**config.mk**
```make
export PLATFORM = sky130hd
export DESIGN_NAME = keyword_tokenizer
export DESIGN_NICKNAME = d
export VERILOG_FILES = /design/src/sv/kt_pkg.sv /design/src/sv/kt_front.sv /design/src/sv/kt_queue.sv /design/src/sv/kt_back.sv /design/src/sv/keyword_tokenizer.sv
export SDC_FILE = /design/constraint.sdc
export NUM_CORES = 1
export LEC_CHECK = 0
export ABC_AREA = 1
export CAP_MARGIN = 20
export CORE_MARGIN = 3
export CORE_UTILIZATION = 60
export DETAILED_ROUTE_END_ITERATION = 8
export DONT_BUFFER_PORTS = 1
export PLACE_DENSITY = 0.76
export SETUP_SLACK_MARGIN = 0.1
export SKIP_LAST_GASP = 1
export SLEW_MARGIN = 20
export SYNTH_ARGS = -nofsm -noshare
export SYNTH_HDL_FRONTEND = slang
export SYNTH_SLANG_ARGS = --single-unit
```
**constraint.sdc**
```tcl
create_clock -name aclk -period 28.3 [get_ports aclk]
set_input_delay 4.245 -clock aclk [delete_from_list [all_inputs] [get_ports aclk]]
set_output_delay 4.245 -clock aclk [all_outputs]
set_load 0.005 [all_outputs]
```
**src/sv/kt_pkg.sv**
```systemverilog
// Shared types and constants for the keyword tokenizer.
package kt_pkg;

    // Scanner modes
    typedef enum logic [2:0] {
        MODE_IDLE    = 3'd0,
        MODE_NUMBER  = 3'd1,
        MODE_WORD    = 3'd2,
        MODE_STRING  = 3'd3,
        MODE_STOPPED = 3'd4,
        MODE_ENDED   = 3'd5
    } scan_mode_t;

    // Token kinds
    localparam logic [4:0] KIND_CHAR      = 5'd0;
    localparam logic [4:0] KIND_LPAREN    = 5'd1;
    localparam logic [4:0] KIND_RPAREN    = 5'd2;
    localparam logic [4:0] KIND_COMMA     = 5'd3;
    localparam logic [4:0] KIND_SEMI      = 5'd4;
    localparam logic [4:0] KIND_EQUAL     = 5'd5;
    localparam logic [4:0] KIND_INT       = 5'd6;
    localparam logic [4:0] KIND_IDENT     = 5'd7;
    localparam logic [4:0] KIND_STRING    = 5'd8;
    localparam logic [4:0] KIND_LET       = 5'd9;
    localparam logic [4:0] KIND_DONE      = 5'd14;
    localparam logic [4:0] KIND_BAD       = 5'd15;
    localparam logic [4:0] KIND_EARLY_END = 5'd16;

    // Character codes
    localparam logic [7:0] CH_LPAREN  = 8'h28;
    localparam logic [7:0] CH_RPAREN  = 8'h29;
    localparam logic [7:0] CH_COMMA   = 8'h2C;
    localparam logic [7:0] CH_SEMI    = 8'h3B;
    localparam logic [7:0] CH_EQUAL   = 8'h3D;
    localparam logic [7:0] CH_QUOTE   = 8'h22;
    localparam logic [7:0] CH_NEWLINE = 8'h0A;
    localparam logic [7:0] CH_SPACE   = 8'h20;
    localparam logic [7:0] CH_TAB     = 8'h09;

    localparam logic [30:0] INT_MAX31 = 31'h7FFF_FFFF;

    // Number of result bundles the queue holds
    localparam int QUEUE_DEPTH = 4;

    // Position-independent part of one result
    typedef struct packed {
        logic [4:0]  kind;
        logic [30:0] value;
        logic        ovf;
    } token_t;

    localparam int TOKEN_W = $bits(token_t);

endpackage

```
**src/sv/kt_front.sv**
```systemverilog
// Front end: accepts characters, runs the scanner and builds result bundles.
module kt_front
    import kt_pkg::*;
#(
    parameter int POSITION_WIDTH = 24,
    localparam int RES_W = TOKEN_W + 2 * POSITION_WIDTH,
    localparam int BUNDLE_W = 2 + 2 * RES_W
) (
    input  logic                aclk,
    input  logic                aresetn,
    input  logic                in_valid,
    input  logic                in_ready,
    input  logic [7:0]          char_byte,
    input  logic                end_of_input,
    output logic                push,
    output logic [BUNDLE_W-1:0] bundle
);

    localparam logic [POSITION_WIDTH-1:0] POS_MAX = {POSITION_WIDTH{1'b1}};
    localparam logic [POSITION_WIDTH-1:0] POS_ONE = POSITION_WIDTH'(1);

    // Keyword text, right aligned: let, in, if, then, else
    localparam logic [4:0][31:0] KW_TEXT = '{"else", "then", "if", "in", "let"};
    localparam logic [4:0][2:0]  KW_LEN  = '{3'd4, 3'd4, 3'd2, 3'd2, 3'd3};

    // Drop keywords that no longer match after character c at offset len
    function automatic logic [4:0] kw_filter(input logic [4:0] cand, input logic [2:0] len,
                                             input logic [7:0] c);
        logic [4:0] keep;
        logic [2:0] diff;
        logic [7:0] ch;
        keep = cand;
        for (int k = 0; k < 5; k++) begin
            diff = KW_LEN[k] - 3'd1 - len;
            ch   = KW_TEXT[k][{diff[1:0], 3'b000} +: 8];
            if (len >= KW_LEN[k] || ch != c) begin
                keep[k] = 1'b0;
            end
        end
        return keep;
    endfunction

    function automatic logic [RES_W-1:0] mk_res(input logic [4:0] kind, input logic [30:0] value,
                                                input logic ovf,
                                                input logic [POSITION_WIDTH-1:0] ln,
                                                input logic [POSITION_WIDTH-1:0] col);
        token_t t;
        t.kind  = kind;
        t.value = value;
        t.ovf   = ovf;
        return {t, ln, col};
    endfunction

    scan_mode_t                mode_reg, mode_next;
    logic [30:0]               acc_reg, acc_next;
    logic                      sat_reg, sat_next;
    logic [4:0]                cand_reg, cand_next;
    logic [2:0]                len_reg, len_next;
    logic [POSITION_WIDTH-1:0] line_reg, line_next;
    logic [POSITION_WIDTH-1:0] col_reg, col_next;

    logic                      accept, active;
    logic                      is_digit, is_alpha, is_ws, is_quote, is_punct;
    logic [4:0]                punct_kind;
    logic [3:0]                digit_val;
    logic [34:0]               acc_ext, acc_mul;
    logic                      sat_hit;
    logic [POSITION_WIDTH-1:0] line_adv, col_adv;
    logic [4:0]                cand_word, cand_start;
    logic [2:0]                len_inc;
    logic [4:0]                close_kind;
    scan_mode_t                idle_mode;
    logic                      idle_has;
    logic [4:0]                idle_kind;
    logic [30:0]               idle_value;
    logic [RES_W-1:0]          res0, res1, idle_res;
    logic [1:0]                res_n;

    assign accept = in_valid && in_ready;
    assign active = (mode_reg != MODE_STOPPED) && (mode_reg != MODE_ENDED);

    // Classify the character and precompute the datapath updates
    always_comb begin
        is_digit  = (char_byte >= "0") && (char_byte <= "9");
        is_alpha  = ((char_byte >= "a") && (char_byte <= "z")) ||
                    ((char_byte >= "A") && (char_byte <= "Z")) || (char_byte == "_");
        is_ws     = (char_byte == CH_SPACE) || (char_byte == CH_TAB) ||
                    (char_byte == CH_NEWLINE);
        is_quote  = (char_byte == CH_QUOTE);
        is_punct  = 1'b1;
        case (char_byte)
            CH_LPAREN: punct_kind = KIND_LPAREN;
            CH_RPAREN: punct_kind = KIND_RPAREN;
            CH_COMMA:  punct_kind = KIND_COMMA;
            CH_SEMI:   punct_kind = KIND_SEMI;
            CH_EQUAL:  punct_kind = KIND_EQUAL;
            default: begin
                punct_kind = KIND_CHAR;
                is_punct   = 1'b0;
            end
        endcase
        digit_val = char_byte[3:0];

        // accumulator * 10 + digit, saturating at the largest 31-bit value
        acc_ext = {4'b0000, acc_reg};
        acc_mul = (acc_ext << 3) + (acc_ext << 1) + {31'd0, digit_val};
        sat_hit = acc_mul > {4'b0000, INT_MAX31};

        // position after this character
        line_adv = line_reg;
        col_adv  = col_reg;
        if (char_byte == CH_NEWLINE) begin
            if (line_reg != POS_MAX) begin
                line_adv = line_reg + POS_ONE;
            end
            col_adv = '0;
        end else if (col_reg != POS_MAX) begin
            col_adv = col_reg + POS_ONE;
        end

        cand_word  = kw_filter(cand_reg, len_reg, char_byte);
        cand_start = kw_filter(5'h1F, 3'd0, char_byte);
        len_inc    = (len_reg == 3'd7) ? 3'd7 : len_reg + 3'd1;

        // closing kind: first keyword still matching at full length
        close_kind = KIND_IDENT;
        for (int k = 4; k >= 0; k--) begin
            if (cand_reg[k] && KW_LEN[k] == len_reg) begin
                close_kind = KIND_LET + 5'(k);
            end
        end

        // character seen in idle mode
        if (is_quote) begin
            idle_mode = MODE_STRING;
        end else if (is_digit) begin
            idle_mode = MODE_NUMBER;
        end else if (is_alpha) begin
            idle_mode = MODE_WORD;
        end else if (is_punct || is_ws) begin
            idle_mode = MODE_IDLE;
        end else begin
            idle_mode = MODE_STOPPED;
        end
        idle_has   = is_punct || is_alpha || !(is_quote || is_ws || is_digit);
        idle_kind  = is_punct ? punct_kind : (is_alpha ? KIND_CHAR : KIND_BAD);
        idle_value = is_alpha ? {23'd0, char_byte} : 31'd0;
    end

    // Next scanner state
    always_comb begin
        logic apply_idle;
        logic adv;
        apply_idle = 1'b0;
        adv        = 1'b0;
        mode_next  = mode_reg;
        acc_next   = acc_reg;
        sat_next   = sat_reg;
        cand_next  = cand_reg;
        len_next   = len_reg;
        line_next  = line_reg;
        col_next   = col_reg;
        if (accept && active) begin
            if (end_of_input) begin
                mode_next = (mode_reg == MODE_STRING) ? MODE_STOPPED : MODE_ENDED;
            end else begin
                unique case (mode_reg)
                    MODE_STRING: begin
                        if (is_quote) begin
                            mode_next = MODE_IDLE;
                        end
                        adv = 1'b1;
                    end
                    MODE_NUMBER: begin
                        if (is_digit) begin
                            acc_next = sat_hit ? INT_MAX31 : acc_mul[30:0];
                            sat_next = sat_reg || sat_hit;
                            adv      = 1'b1;
                        end else if (is_alpha) begin
                            mode_next = MODE_STOPPED;
                        end else begin
                            apply_idle = 1'b1;
                        end
                    end
                    MODE_WORD: begin
                        if (is_digit || is_alpha) begin
                            cand_next = cand_word;
                            len_next  = len_inc;
                            adv       = 1'b1;
                        end else begin
                            apply_idle = 1'b1;
                        end
                    end
                    MODE_IDLE: begin
                        apply_idle = 1'b1;
                    end
                    default: ;
                endcase
                if (apply_idle) begin
                    mode_next = idle_mode;
                    if (is_digit) begin
                        acc_next = {27'd0, digit_val};
                        sat_next = 1'b0;
                    end
                    if (is_alpha) begin
                        cand_next = cand_start;
                        len_next  = 3'd1;
                    end
                    adv = (idle_mode != MODE_STOPPED);
                end
                if (adv) begin
                    line_next = line_adv;
                    col_next  = col_adv;
                end
            end
        end
    end

    // Results caused by this item
    always_comb begin
        idle_res = mk_res(idle_kind, idle_value, 1'b0, line_reg, col_reg);
        res0     = '0;
        res1     = '0;
        res_n    = 2'd0;
        if (active) begin
            if (end_of_input) begin
                unique case (mode_reg)
                    MODE_STRING: begin
                        res0  = mk_res(KIND_EARLY_END, 31'd0, 1'b0, '0, '0);
                        res_n = 2'd1;
                    end
                    MODE_NUMBER: begin
                        res0  = mk_res(KIND_INT, acc_reg, sat_reg, line_reg, col_reg);
                        res1  = mk_res(KIND_DONE, 31'd0, 1'b0, line_reg, col_reg);
                        res_n = 2'd2;
                    end
                    MODE_WORD: begin
                        res0  = mk_res(close_kind, 31'd0, 1'b0, line_reg, col_reg);
                        res1  = mk_res(KIND_DONE, 31'd0, 1'b0, line_reg, col_reg);
                        res_n = 2'd2;
                    end
                    default: begin
                        res0  = mk_res(KIND_DONE, 31'd0, 1'b0, line_reg, col_reg);
                        res_n = 2'd1;
                    end
                endcase
            end else begin
                unique case (mode_reg)
                    MODE_STRING: begin
                        if (is_quote) begin
                            res0 = mk_res(KIND_STRING, 31'd0, 1'b0, line_adv, col_adv);
                        end else begin
                            res0 = mk_res(KIND_CHAR, {23'd0, char_byte}, 1'b0,
                                          line_reg, col_reg);
                        end
                        res_n = 2'd1;
                    end
                    MODE_NUMBER: begin
                        if (is_digit) begin
                            res_n = 2'd0;
                        end else if (is_alpha) begin
                            res0  = mk_res(KIND_BAD, 31'd0, 1'b0, line_reg, col_reg);
                            res_n = 2'd1;
                        end else begin
                            res0  = mk_res(KIND_INT, acc_reg, sat_reg, line_reg, col_reg);
                            res1  = idle_res;
                            res_n = idle_has ? 2'd2 : 2'd1;
                        end
                    end
                    MODE_WORD: begin
                        if (is_digit || is_alpha) begin
                            res0  = mk_res(KIND_CHAR, {23'd0, char_byte}, 1'b0,
                                           line_reg, col_reg);
                            res_n = 2'd1;
                        end else begin
                            res0  = mk_res(close_kind, 31'd0, 1'b0, line_reg, col_reg);
                            res1  = idle_res;
                            res_n = idle_has ? 2'd2 : 2'd1;
                        end
                    end
                    default: begin
                        res0  = idle_res;
                        res_n = idle_has ? 2'd1 : 2'd0;
                    end
                endcase
            end
        end
    end

    assign push   = accept && (res_n != 2'd0);
    assign bundle = {res_n, res1, res0};

    // Scanner state registers
    always_ff @(posedge aclk) begin
        if (!aresetn) begin
            mode_reg <= MODE_IDLE;
            acc_reg  <= '0;
            sat_reg  <= 1'b0;
            cand_reg <= 5'h1F;
            len_reg  <= '0;
            line_reg <= POS_ONE;
            col_reg  <= '0;
        end else begin
            mode_reg <= mode_next;
            acc_reg  <= acc_next;
            sat_reg  <= sat_next;
            cand_reg <= cand_next;
            len_reg  <= len_next;
            line_reg <= line_next;
            col_reg  <= col_next;
        end
    end

endmodule

```
**src/sv/kt_queue.sv**
```systemverilog
// Short bundle queue between the scanner and the output stage.
module kt_queue
    import kt_pkg::*;
#(
    parameter int WIDTH = 8,
    parameter int DEPTH = QUEUE_DEPTH
) (
    input  logic             aclk,
    input  logic             aresetn,
    input  logic             push,
    input  logic [WIDTH-1:0] wdata,
    output logic             full,
    input  logic             pop,
    output logic [WIDTH-1:0] rdata,
    output logic             empty
);

    localparam int PTR_W = $clog2(DEPTH);
    localparam int CNT_W = $clog2(DEPTH + 1);

    logic [WIDTH-1:0] mem_reg [DEPTH];
    logic [PTR_W-1:0] wr_ptr_reg, wr_ptr_next;
    logic [PTR_W-1:0] rd_ptr_reg, rd_ptr_next;
    logic [CNT_W-1:0] count_reg, count_next;
    logic             do_push, do_pop;

    assign full    = (count_reg == CNT_W'(DEPTH));
    assign empty   = (count_reg == '0);
    assign do_push = push && !full;
    assign do_pop  = pop && !empty;
    assign rdata   = mem_reg[rd_ptr_reg];

    // Advance pointers and occupancy
    always_comb begin
        wr_ptr_next = wr_ptr_reg;
        rd_ptr_next = rd_ptr_reg;
        count_next  = count_reg;
        if (do_push) begin
            wr_ptr_next = (wr_ptr_reg == PTR_W'(DEPTH - 1)) ? '0 : wr_ptr_reg + PTR_W'(1);
        end
        if (do_pop) begin
            rd_ptr_next = (rd_ptr_reg == PTR_W'(DEPTH - 1)) ? '0 : rd_ptr_reg + PTR_W'(1);
        end
        if (do_push && !do_pop) begin
            count_next = count_reg + CNT_W'(1);
        end else if (do_pop && !do_push) begin
            count_next = count_reg - CNT_W'(1);
        end
    end

    always_ff @(posedge aclk) begin
        if (!aresetn) begin
            wr_ptr_reg <= '0;
            rd_ptr_reg <= '0;
            count_reg  <= '0;
        end else begin
            wr_ptr_reg <= wr_ptr_next;
            rd_ptr_reg <= rd_ptr_next;
            count_reg  <= count_next;
        end
    end

    // Store the item
    always_ff @(posedge aclk) begin
        if (do_push) begin
            mem_reg[wr_ptr_reg] <= wdata;
        end
    end

endmodule

```
**src/sv/kt_back.sv**
```systemverilog
// Back end: splits each bundle into one or two result items on the output channel.
module kt_back
    import kt_pkg::*;
#(
    parameter int POSITION_WIDTH = 24,
    localparam int RES_W = TOKEN_W + 2 * POSITION_WIDTH,
    localparam int BUNDLE_W = 2 + 2 * RES_W,
    localparam int TDATA_W = ((32 + 2 * POSITION_WIDTH + 7) / 8) * 8
) (
    input  logic                aclk,
    input  logic                aresetn,
    input  logic                head_valid,
    input  logic [BUNDLE_W-1:0] head,
    output logic                pop,
    output logic                m_tvalid,
    input  logic                m_tready,
    output logic [TDATA_W-1:0]  m_tdata,
    output logic [4:0]          m_tuser,
    output logic                m_tlast
);

    logic                      sub_reg, sub_next;
    logic [1:0]                res_n;
    logic [RES_W-1:0]          res;
    token_t                    tok;
    logic [POSITION_WIDTH-1:0] ln, col;
    logic                      take;

    // Pick the current result of the head bundle
    always_comb begin
        res_n = head[BUNDLE_W-1 -: 2];
        res   = sub_reg ? head[2*RES_W-1 -: RES_W] : head[RES_W-1:0];
        tok   = token_t'(res[RES_W-1 -: TOKEN_W]);
        ln    = res[2*POSITION_WIDTH-1 -: POSITION_WIDTH];
        col   = res[POSITION_WIDTH-1:0];
    end

    assign m_tvalid = head_valid;
    assign m_tlast  = (res_n != 2'd2) || sub_reg;
    assign m_tuser  = tok.kind;
    assign m_tdata  = TDATA_W'({col, ln, tok.ovf, tok.value});
    assign take     = m_tvalid && m_tready;
    assign pop      = take && m_tlast;

    // Step to the second result, or back to the first on the bundle's last item
    always_comb begin
        sub_next = sub_reg;
        if (take) begin
            sub_next = !m_tlast;
        end
    end

    always_ff @(posedge aclk) begin
        if (!aresetn) begin
            sub_reg <= 1'b0;
        end else begin
            sub_reg <= sub_next;
        end
    end

endmodule

```
**src/sv/keyword_tokenizer.sv**
```systemverilog
// Top level of the keyword tokenizer: scanner, bundle queue and output stage.
//
// Input channel s_*: one item per character, s_tdata[7:0] the byte, s_tlast set
// marks end of input (the byte is then ignored). Output channel m_*: one item per
// token or streamed character, m_tuser the token kind, m_tlast set on the last
// item caused by one input item.
// Each input's items are written into the queue as one bundle and appear on m_* from
// there; the second item, if any, follows as soon as the first is taken.
// Throughput: one input item per cycle while the queue has space. The scanner updates
// all its state in the cycle of acceptance; the output port moves one item per cycle
// while m_tready is high, and a four-entry queue absorbs inputs that cause two items.
// When the receiver stalls, the queue fills and s_tready drops until space frees.
// Reset (aresetn low, synchronous) empties the queue and returns the scanner to
// idle at line 1, column 0. After end of input or an error, inputs are still
// taken but cause no items until the next reset.
module keyword_tokenizer
    import kt_pkg::*;
#(
    parameter int POSITION_WIDTH = 24,
    localparam int RES_W = TOKEN_W + 2 * POSITION_WIDTH,
    localparam int BUNDLE_W = 2 + 2 * RES_W,
    localparam int TDATA_W = ((32 + 2 * POSITION_WIDTH + 7) / 8) * 8
) (
    input  logic               aclk,
    input  logic               aresetn,
    input  logic               s_tvalid,
    output logic               s_tready,
    input  logic [7:0]         s_tdata,   // char_byte
    input  logic               s_tlast,   // end_of_input
    output logic               m_tvalid,
    input  logic               m_tready,
    output logic [TDATA_W-1:0] m_tdata,   // token_value, overflow, line_number, column_number
    output logic [4:0]         m_tuser,   // token_kind
    output logic               m_tlast    // last
);

    logic                push;
    logic [BUNDLE_W-1:0] wbundle, rbundle;
    logic                q_full, q_empty, pop;

    assign s_tready = !q_full;

    kt_front #(
        .POSITION_WIDTH(POSITION_WIDTH)
    ) u_front (
        .aclk        (aclk),
        .aresetn     (aresetn),
        .in_valid    (s_tvalid),
        .in_ready    (s_tready),
        .char_byte   (s_tdata),
        .end_of_input(s_tlast),
        .push        (push),
        .bundle      (wbundle)
    );

    kt_queue #(
        .WIDTH(BUNDLE_W),
        .DEPTH(QUEUE_DEPTH)
    ) u_queue (
        .aclk   (aclk),
        .aresetn(aresetn),
        .push   (push),
        .wdata  (wbundle),
        .full   (q_full),
        .pop    (pop),
        .rdata  (rbundle),
        .empty  (q_empty)
    );

    kt_back #(
        .POSITION_WIDTH(POSITION_WIDTH)
    ) u_back (
        .aclk      (aclk),
        .aresetn   (aresetn),
        .head_valid(!q_empty),
        .head      (rbundle),
        .pop       (pop),
        .m_tvalid  (m_tvalid),
        .m_tready  (m_tready),
        .m_tdata   (m_tdata),
        .m_tuser   (m_tuser),
        .m_tlast   (m_tlast)
    );

`ifndef NO_ASSERTIONS
    // Done and error items always close their input's results
    assert property (@(posedge aclk) disable iff (!aresetn)
        m_tvalid && (m_tuser == KIND_DONE || m_tuser == KIND_BAD ||
                     m_tuser == KIND_EARLY_END) |-> m_tlast)
        else $error("done or error item without tlast");

    // Nothing follows the done item
    assert property (@(posedge aclk) disable iff (!aresetn)
        m_tvalid && m_tready && m_tuser == KIND_DONE |=> !m_tvalid)
        else $error("item after done");

    // The first of a pair is followed at once by the closing item
    assert property (@(posedge aclk) disable iff (!aresetn)
        m_tvalid && m_tready && !m_tlast |=> m_tvalid && m_tlast)
        else $error("second item of a pair missing");
`endif

endmodule
```
* Word-level counts from Yosys, hierarchy flattened
Memories as Yosys holds them, arrays and structs flattened. A register that Yosys moved wholly into a read port is not among the register bits.
Index checks and enable logic that the tools add are counted.
** Cells by class
- $add $sub $neg :: 12
- Bitwise operators :: 1
- Mux-type cells :: 97
- Reductions and logical operators :: 51
- Shift-type cells :: 5
- Magnitude comparators :: 10
- Eq/ne operators :: 38
** Operator list (number)
- $mux 85 :: 9
- $pmux 85 s3 :: 2
- $mux 84 :: 4
- $pmux 85 s2 :: 1
- $shiftx 32x6->8 const A :: 5
- $mux 31 :: 5
- $mux 24 :: 4
- $eq 8x6->1 const B :: 7
- $add 24x1->24 const B :: 2
- $mux 3 :: 16
- $ne 24x24->1 const B :: 2
- $ne 8x8->1 :: 5
- $add 34x32->35 :: 1
- $add 35x4->35 :: 1
- $gt 35x31->1 const B :: 1
- $ne 7x8->1 const A :: 4
- $mux 1 :: 28
- $mux 5 :: 5
- $mux 4 :: 6
- $mux 2 :: 11
- $logic_and 1x1->1 :: 18
- $logic_or 1x1->1 :: 17
- $eq 8x4->1 const B :: 2
- $ge 8x7->1 const B :: 2
- 37 further kinds :: 56
** Storage, ports and cells
- RAM bits :: 688
- Flip-flop bits (word level) :: 99
- Logic and storage cells :: 226
- Memories :: 1
- Bits of input ports :: 13
** Memories
- u_queue.mem_reg :: words 4, bits a word 172, rd ports 1, clocked after Yosys merged registers in 1, write ports 1, line kt_queue.sv:21 : logic [WIDTH-1:0] mem_reg [DEPTH];

* Longest topological paths before layout
Gate-level depths: netlist of run 1.
- Depth in word-level cells :: 20
- Depth in mapped cells :: 21
- Mapped depth without buffers :: 20

* Modules after synthesis
A second synthesis of run 1 with hierarchy kept.
** Unflattened totals
- Cells, all modules :: 4035
- Area total of the unflattened synthesis :: 38399.3 um^2
** Modules (own cells, without submodules)
- kt_queue :: instances 1, area an instance 25848.5 um^2, cells an instance 1735
- kt_front :: instances 1, area an instance 11375.9 um^2, cells an instance 2013
- kt_back :: instances 1, area an instance 1167.4 um^2, cells an instance 285
- keyword_tokenizer :: instances 1, area an instance 7.5 um^2, cells an instance 2

* Least setup slack after synthesis of run 1
No wires, ideal clock.
- Kind :: input -> register
- From :: input s_tdata[0]
- To :: memory u_queue.mem_reg[0][0] in the netlist's numbering (enable)
- Library setup time :: 655 ps
- Slack :: 16125 ps
- Arrival :: 11520 ps
- Stages :: 12
- Required time :: 27645 ps
- Path through :: buf_2 > clkinv_2 > nand2_1 > nor2_1 > a31oi_1 > nand2_1 > nand3_1 > nor2_1 > o21ai_0 > nand2_1 > nand2_2 > nor2_1
** Between the ends
- Longest elaborated chain between the ends :: 18
- Elaborated cells between the ends (all ways) :: 44
** Ends and longest elaborated chain
- start, declared :: line keyword_tokenizer.sv:28 : input logic [7:0] s_tdata,
- branches (longest 10 deep; another with $ge 8x7->1)
- $pmux 2 s3 * :: line kt_front.sv:248 : unique case (mode_reg)
- $mux 2 * :: line kt_front.sv:226 : if (end_of_input) begin
- $mux 2 * :: line kt_front.sv:225 : if (active) begin
- $reduce_bool 2->1 * :: line kt_front.sv:290 : assign push = accept && (res_n != 2'd0);
- $logic_and 1x1->1 * :: line kt_front.sv:290
- $logic_and 1x1->1 * :: line kt_queue.sv:29 : assign do_push = push && !full;
- $mux 1 * :: line kt_queue.sv:65 : if (do_push) begin
- $mux 1 (not written as such) * :: line kt_queue.sv:66 : mem_reg[wr_ptr_reg] <= wdata;
- end, declared :: line kt_queue.sv:21
Every way passes the cells marked *.

==> key figures, run 1 <==
STA
  – Worst slew pin tran: 1050 ps
  – Unrepaired setup endpoints after global routing: false
  – Final slew viol count: 0
  – Final hold slack: 494 ps
  – Sum Neg Setup Slack: 0 ps
  – Final period util: 0.285
  – Final setup vio count: 0
  – Fmax: 124 MHz
  – Max-slew headroom: 0.301
  – Period minus WS final: 8080 ps
  – Final hold vios: 0
  – Worst Skew: 19.7 ps

Clock tree
  – CTS max path bufs: 3
  – CTS tree: done
  – Cts hold-fix bufs: 0
  – Worst-path clk slew: 60 ps
  – Max H-tree Level: 3
  – Total setup buffers inserted after CTS: 0
  – Root buffer selected by CTS: clkbuf_16
  – CTS resizes: 0
  – CTS buffer count: 69
  – Clock sinks: 689
  – Skew-Pair Late Insertion Delay: 620 ps

Pwr
  – Leakage dissipation: 13.5 nW
  – Clock share of power: 0.279
  – PD cells: 87.4 nW/um^2
  – Sw Share: 0.360
  – Peak supply drop: 0.0509 mV
  – P_int: 2.04 mW
  – Register share of total power: 0.424
  – Net Sw Power: 1.15 mW
  – Combinational share of power: 0.297
  – Final Total Pwr: 3.18 mW

Logic synthesis
  – Ys Warns: 0
  – Cell count after synthesis: 3635
  – Post-synth ARST share: 0
  – Synth Register Bits: 689
  – Sequential share of the synthesized area: 0.582
  – Number of synthesized flops with an enable pin: 588
  – Cell area after synthesis: 33800 um^2
  – Top FF cell, synth: edfxtp_1
  – Mean Syn Cell Area: 9.29 um^2
  – Unique masters post-synth: 62

Critical path
  – Signal arrival time at the worst endpoint: 3830 ps
  – Required @ worst endpoint: 24050 ps
  – Most frequent cell on the critical path: buf_4
  – Worst-path cell chain: buf_4 > buf_4 > o21ai_0 > o22ai_1 > nor2_1 > a31oi_1
  – Critical path buffers and inverters: 2
  – CP Launch Type: flip-flop
  – Cell family with most CP delay: buffers and inverters
  – CP Max Fanout: 90
  – Worst reg-to-reg setup slack: 23900 ps
  – CP Capture Type: primary output
  – Crit-path max cell delay: 830 ps
  – Critical path class: reg2out
  – CP max stage cell: buf_4

Placement
  – Port Buffers: 0
  – Placed cell area: 34200 um^2
  – Gpl congestion: 0.950
  – Post-DP HPWL: 55000 um

Routing
  – WL/cell: 20.6 um
  – Via count: 26500
  – ANT nets after route: 0
  – Detailed Routing Iterations Pass 1: 8
  – Routed WL: 89800 um
  – Remaining DRCs: 0
  – Initial DRC count: 3155
  – Number of vias per cell: 6.08

Floorplan
  – Row count: 86
  – Die area: 59200 um^2
  – Io pins: 101
  – Die Wd: 243 um
  – Initial Utilization: 0.610
  – Core area: 55400 um^2
  – Die height: 243 um

GRT
  – Overflow after GRT: 0
  – GRT Util Overall: 0.299
  – Vias in the first global route: 25300
  – First-pass GRT wire length: 140000 um
  – Initial antenna violation count: 3
  – Largest net degree at the start of global routing: 148

Cells and area
  – Finished layout cell area: 36400 um^2
  – Final core occ: 0.658
  – Commonest non-fill, non-tap cell in the layout: nor2_1
  – Max FFs per register: 588
  – Layout cell share with drive strength beyond 1: 0.0555
  – Fin nets: 3636
  – Filler instances: 4270
  – Area growth syn-to-layout: 7.87%
  – Commonest non-fill, non-tap cells in the layout: nor2_1 (826), edfxtp_1 (588), nand2_1 (517)

Run
  – Max cap viols: 0

Status
  – Outcome: completed

Min path
  – Hold WC Path Type: reg2reg
==> final timing paths <==
| kind | startpoint | end | cells past startpoint |
|---|---|---|---|
| worst max-delay path | flip-flop | m_tdata[50] | 6 |
| worst min-delay path | flip-flop | flip-flop | 2 |
| worst max register to register | flip-flop | u_queue.count_reg[2] | 13 |
| worst min register to register | flip-flop | flip-flop | 2 |
==> Yosys cell counts, types with 3 or more instances <==
master / instances / share of area
nor3_1: 44 / 0.0065
buf_2: 26 / 0.0039
o221ai_1: 8 / 0.0021
nand3_2: 5 / 0.0015
a41oi_1: 4 / 0.0010
buf_6: 8 / 0.0027
o211ai_1: 11 / 0.0024
a21oi_1: 162 / 0.024
o21bai_1: 5 / 0.0011
nor4_1: 4 / 0.00074
inv_1: 188 / 0.021
a31oi_1: 75 / 0.014
ha_1: 73 / 0.027
clkbuf_1: 143 / 0.016
a211oi_1: 8 / 0.0018
edfxtp_1: 588 / 0.52
o41ai_1: 7 / 0.0018
o21ai_1: 10 / 0.0015
buf_4: 5 / 0.0011
xnor2_1: 6 / 0.0016
nand2_1: 517 / 0.057
nor2_1: 831 / 0.092
nand2_2: 8 / 0.0015
o22ai_1: 73 / 0.014
a22oi_1: 4 / 0.00089
nand4_1: 69 / 0.013
and3_1: 4 / 0.00074
buf_1: 29 / 0.0032
a21o_1: 3 / 0.00067
fa_1: 3 / 0.0018
nor3_2: 4 / 0.0012
nor2_2: 10 / 0.0019
inv_2: 27 / 0.0030
dfxtp_1: 101 / 0.060
xor2_1: 57 / 0.015
o21ai_0: 377 / 0.056
nand3_1: 103 / 0.015
==> cell type report <==
class,count,area (um^2),area share
Clock buffer,108,2070,0.0568
Antenna cell,1,2.50,0.0000687
Tap cell,748,936,0.0257
Clock inverter,20,153,0.00419
Inverter,218,832,0.0228
Multi-Input combinational cell,2546,12500,0.344
Timing Repair Buffer,23,226,0.00621
Sequential cell,689,19700,0.540
==> kinds of logic (layout without fill, tap and decap cells) <==
family                   after synthesis  after routing  share of synthesized area
AO/OA/AOI/OAI                        762            762                      0.124
XOR/XNOR                              63             63                     0.0163
adder cells (fa/ha/maj)               76             76                     0.0288
buffers and inverters                431            369                     0.0514
flip-flops                           689            689                      0.582
other                                  1             33                   0.000111
AND/OR/NAND/NOR                     1613           1613                      0.196
==> metrics by stage <==
step | cells | setup slack, ps
final | 4353 | 20220
after global routing | 4352 | 19940
after CTS | 4352 | 20220
after detailed placement | 4224 | 20730
after global placement | 4224 | 20830
after floorplan | 3666 | 16120
==> worst reg2reg max path, delay by kind of cell, from the launching register on <==
family | cells | cell delay (ps)
compound gates | 5 | 740
flops | 1 | 620
simple gates | 3 | 650
fa+ha+maj | 2 | 580
buf+inv | 3 | 1720
==> power by group through the flow <==
| stage | combinational, mW | sequential (mW) | clock (mW) |
|---|---|---|---|
| after floorplan | 0.670 | 1.37 | 0 |
| after global placement | 0.905 | 1.36 | 0 |
| after detailed placement | 0.937 | 1.37 | 0 |
| after CTS | 0.943 | 1.35 | 0.899 |
| after global routing | 1.04 | 1.36 | 0.943 |
| final | 0.945 | 1.35 | 0.889 |
==> layer usage <==
layer | vias up | global-route usage | wire length [um]
met1 | 12600 | 0.434 | 38300
met3 | 141 | 0.0624 | 9340
met5 | - | 0 | 13
met2 | 1317 | 0.458 | 40200
li1 | 12400 | - | -
met4 | 2 | 0.0914 | 1930
No activity file was read; power rests on OpenSTA's default activity.
==> inputs of run 2 (changes only) <==
--- a/config.mk
+++ b/config.mk
@@ -8,7 +8,7 @@
 export ABC_AREA = 1
 export CAP_MARGIN = 20
 export CORE_MARGIN = 3
-export CORE_UTILIZATION = 60
+export CORE_UTILIZATION = 58
 export DETAILED_ROUTE_END_ITERATION = 8
 export DONT_BUFFER_PORTS = 1
 export PLACE_DENSITY = 0.76
==> constraint.sdc (replaced) <==
create_clock -name aclk -period 7.05 [get_ports aclk]
set_input_delay 1.0575 -clock aclk [delete_from_list [all_inputs] [get_ports aclk]]
set_output_delay 1.0575 -clock aclk [all_outputs]
set_load 0.005 [all_outputs]
==> run 2 against run 1 <==
  * Via count down 0.85%
  * Total power rose to 4.1 times the previous value
  * Count of clock-buffer cells in the layout fell by 18
  * Cell area rose by 0.53%
  * Die area up 3.4%
  * Worst hold slack improved by 11 ps
  * Clock power rose to 4.3 times the previous value
  * Wire length shrank 1.6%
  * First-iteration DRC count is 6.8% higher
  * Sequential power rose to 4.0 times the previous value
  * Critical path type unchanged
  * Largest cell class unchanged
  * Highest routed layer unchanged
==> key figures, run 2 (synthesis gave the netlist of run 1 again) <==
Cells and area
  – Finished layout cell area: 36600 um^2 (was 36400 um^2)
  – Fin nets: 3642 (was 3636)
  – Register area: 19700 um^2 (unchanged)
  – Antenna diode count: 0 (was 1)
  – Commonest non-fill, non-tap cells in the layout: nor2_1 (826), edfxtp_1 (588), nand2_1 (516) (was nor2_1 (826), edfxtp_1 (588), nand2_1 (517))
  – Filler instances: 4453 (was 4270)
  – Multi-input combinational cell area: 12500 um^2 (about the same)
  – Final Non-Filler Cells: 4364 (was 4353)
  – Max FFs per register: 588 (unchanged)
  – Layout cell share with drive strength beyond 1: 0.0607 (was 0.0555)
  – Commonest non-fill, non-tap cell in the layout: nor2_1 (unchanged)
  – Area growth syn-to-layout: 8.44% (was 7.87%)

Routing
  – Initial DRC count: 3368 (was 3155)
  – Via count: 26200 (was 26500)
  – WL/cell: 20.2 um (was 20.6 um)
  – ANT nets after route: 0 (unchanged)
  – Number of vias per cell: 6.01 (was 6.08)
  – Routed WL: 88300 um (was 89800 um)
  – Remaining DRCs: 0 (unchanged)
  – Detailed Routing Iterations Pass 1: 6 (was 8)

STA
  – Fmax: 222 MHz
  – Final setup vio count: 0 (unchanged)
  – Max-slew headroom: 0.278 (was 0.301)
  – Final slew viol count: 0 (unchanged)
  – Unrepaired setup endpoints after global routing: false (unchanged)
  – Final period util: 0.639
  – Final hold vios: 0 (unchanged)
  – Worst slew pin tran: 1080 ps (was 1050 ps)
  – Sum Neg Setup Slack: 0 ps (unchanged)
  – Period minus WS final: 4500 ps
  – Worst Skew: 19.1 ps (was 19.7 ps)

GRT
  – GRT Util Overall: 0.285 (was 0.299)
  – First-pass GRT wire length: 137000 um (was 140000 um)
  – Overflow after GRT: 0 (unchanged)
  – Vias in the first global route: 24200 (was 25300)
  – Initial antenna violation count: 1 (was 3)
  – Largest net degree at the start of global routing: 200 (was 148)

Pwr
  – Leakage dissipation: 13.6 nW (was 13.5 nW)
  – Peak supply drop: 0.242 mV (was 0.0509 mV)
  – PD cells: 355 nW/um^2 (was 87.4 nW/um^2)
  – Final Total Pwr: 13.0 mW (was 3.18 mW)

Floorplan
  – Io pins: 101 (unchanged)
  – Row count: 87 (was 86)
  – Initial Utilization: 0.592 (was 0.610)
  – Die area: 61200 um^2 (was 59200 um^2)
  – Core area: 57000 um^2 (was 55400 um^2)
  – Die height: 247 um (was 243 um)
  – Die Wd: 247 um (was 243 um)

Clock tree
  – Clock sinks: 689 (unchanged)
  – Total setup buffers inserted after CTS: 0 (unchanged)
  – Cts hold-fix bufs: 0 (unchanged)
  – Worst-path clk slew: 60 ps (about the same)
  – CTS buffer count: 70 (was 69)
  – CTS resizes: 0 (unchanged)
  – CTS tree: done (unchanged)
  – Max H-tree Level: 3 (unchanged)
  – Root buffer selected by CTS: clkbuf_16 (unchanged)
  – CTS max path bufs: 3 (unchanged)
  – Skew-Pair Late Insertion Delay: 610 ps (was 620 ps)

Placement
  – Gpl congestion: 0.981 (was 0.950)
  – Post-DP HPWL: 54000 um (was 55000 um)
  – Placed cell area: 34300 um^2 (was 34200 um^2)
  – Placed Cells: 4237 (was 4224)
  – Port Buffers: 0 (unchanged)

Critical path
  – Crit-path max cell delay: 690 ps (was 830 ps)
  – CP Max Fanout: 179 (was 90)
  – Reg2reg path depth: 14 (was 13)
  – Worst r2r src: u_front.mode_reg[0]
  – CP Launch Type: flip-flop (unchanged)
  – Worst reg-to-reg setup slack: 2700 ps (was 23900 ps)
  – Signal arrival time at the worst endpoint: 3450 ps (was 3830 ps)
  – Critical path class: reg2out (unchanged)
  – CP max stage cell: inv_8 (was buf_4)
  – CP Capture Type: primary output (unchanged)
  – Required @ worst endpoint: 5990 ps (was 24050 ps)
  – Reg2reg end: u_queue.mem_reg[2][62] (was u_queue.count_reg[2])
  – Worst-path cell chain: inv_8 > buf_4 > o21ai_0 > o22ai_1 > nor2_1 > a31oi_1 (was buf_4 > buf_4 > o21ai_0 > o22ai_1 > nor2_1 > a31oi_1)

Run
  – Max cap viols: 0 (unchanged)

Min path
  – Hold WC Path Type: reg2reg (unchanged)
  – Cell count of the worst hold path: 2 (unchanged)

Status
  – Outcome: completed (unchanged)
run 2: cell types whose count changed in the layout (fill, tap and decap cells not counted), moves of 2 or more:
cell / change
clkinv_2: +8
bufinv_16: +6
buf_4: +5
inv_6: +2
clkbuf_8: -6
clkbuf_1: -13
run 2: area by class of cell:
class / count / share of cell area
clock buffer: 90 / 0.0536
tap: 756 / 0.0258
clock inverter: 37 / 0.0107
timing repair buffer: 28 / 0.00745
multi-input combinational: 2546 / 0.342
inverter: 218 / 0.0228
sequential: 689 / 0.537
run 2: worst max-delay path by stage:
| stage | startpoint | to | slack, ps | cells after the start |
|---|---|---|---|---|
| after floorplan | s_tdata[0] | u_queue.mem_reg[0][0] | -1940 | 12 |
| after global placement | s_tdata[3] | u_queue.mem_reg[2][10] | 2450 | 14 |
| after detailed placement | s_tdata[3] | u_queue.mem_reg[2][12] | 2440 | 14 |
| after CTS | flip-flop | m_tdata[32] | 2650 | 6 |
| after global routing | flip-flop | m_tdata[34] | 2390 | 6 |
| final | flip-flop | m_tdata[34] | 2550 | 6 |
run 2: routing by layer:
| metal | routed length, um | global-route usage | vias to the layer above |
|---|---|---|---|
| met3 | 9080 | 0.0553 | 138 |
| met2 | 39100 | 0.434 | 1233 |
| met5 | 13 | 0 | - |
| met4 | 1960 | 0.0846 | 2 |
| li1 | - | - | 12400 |
| met1 | 38100 | 0.420 | 12500 |
run 2: metrics by stage:
| stage | util | hold WS [ps] | setup slack (ps) |
|---|---|---|---|
| CTS | 0.642 | 498 | 2650 |
| global placement | 0.601 | 466 | 2450 |
| detailed placement | 0.601 | 485 | 2440 |
| finish | 0.642 | 506 | 2550 |
| floorplan | - | 450 | -1940 |
| global route | 0.642 | 526 | 2390 |
run 2: where the power goes:
part	switching (mW)	internal, mW
registers	0.289	5.15
clock network	1.55	2.23
logic	2.81	0.967
run 2: worst max-delay path: cells and delay by family, from the launching register on:
kind,cells,cell delay (ps)
buffers and inverters,2,1320
AOI/OAI and AO/OA,3,760
DFF,1,490
and+or+nand+nor,1,60
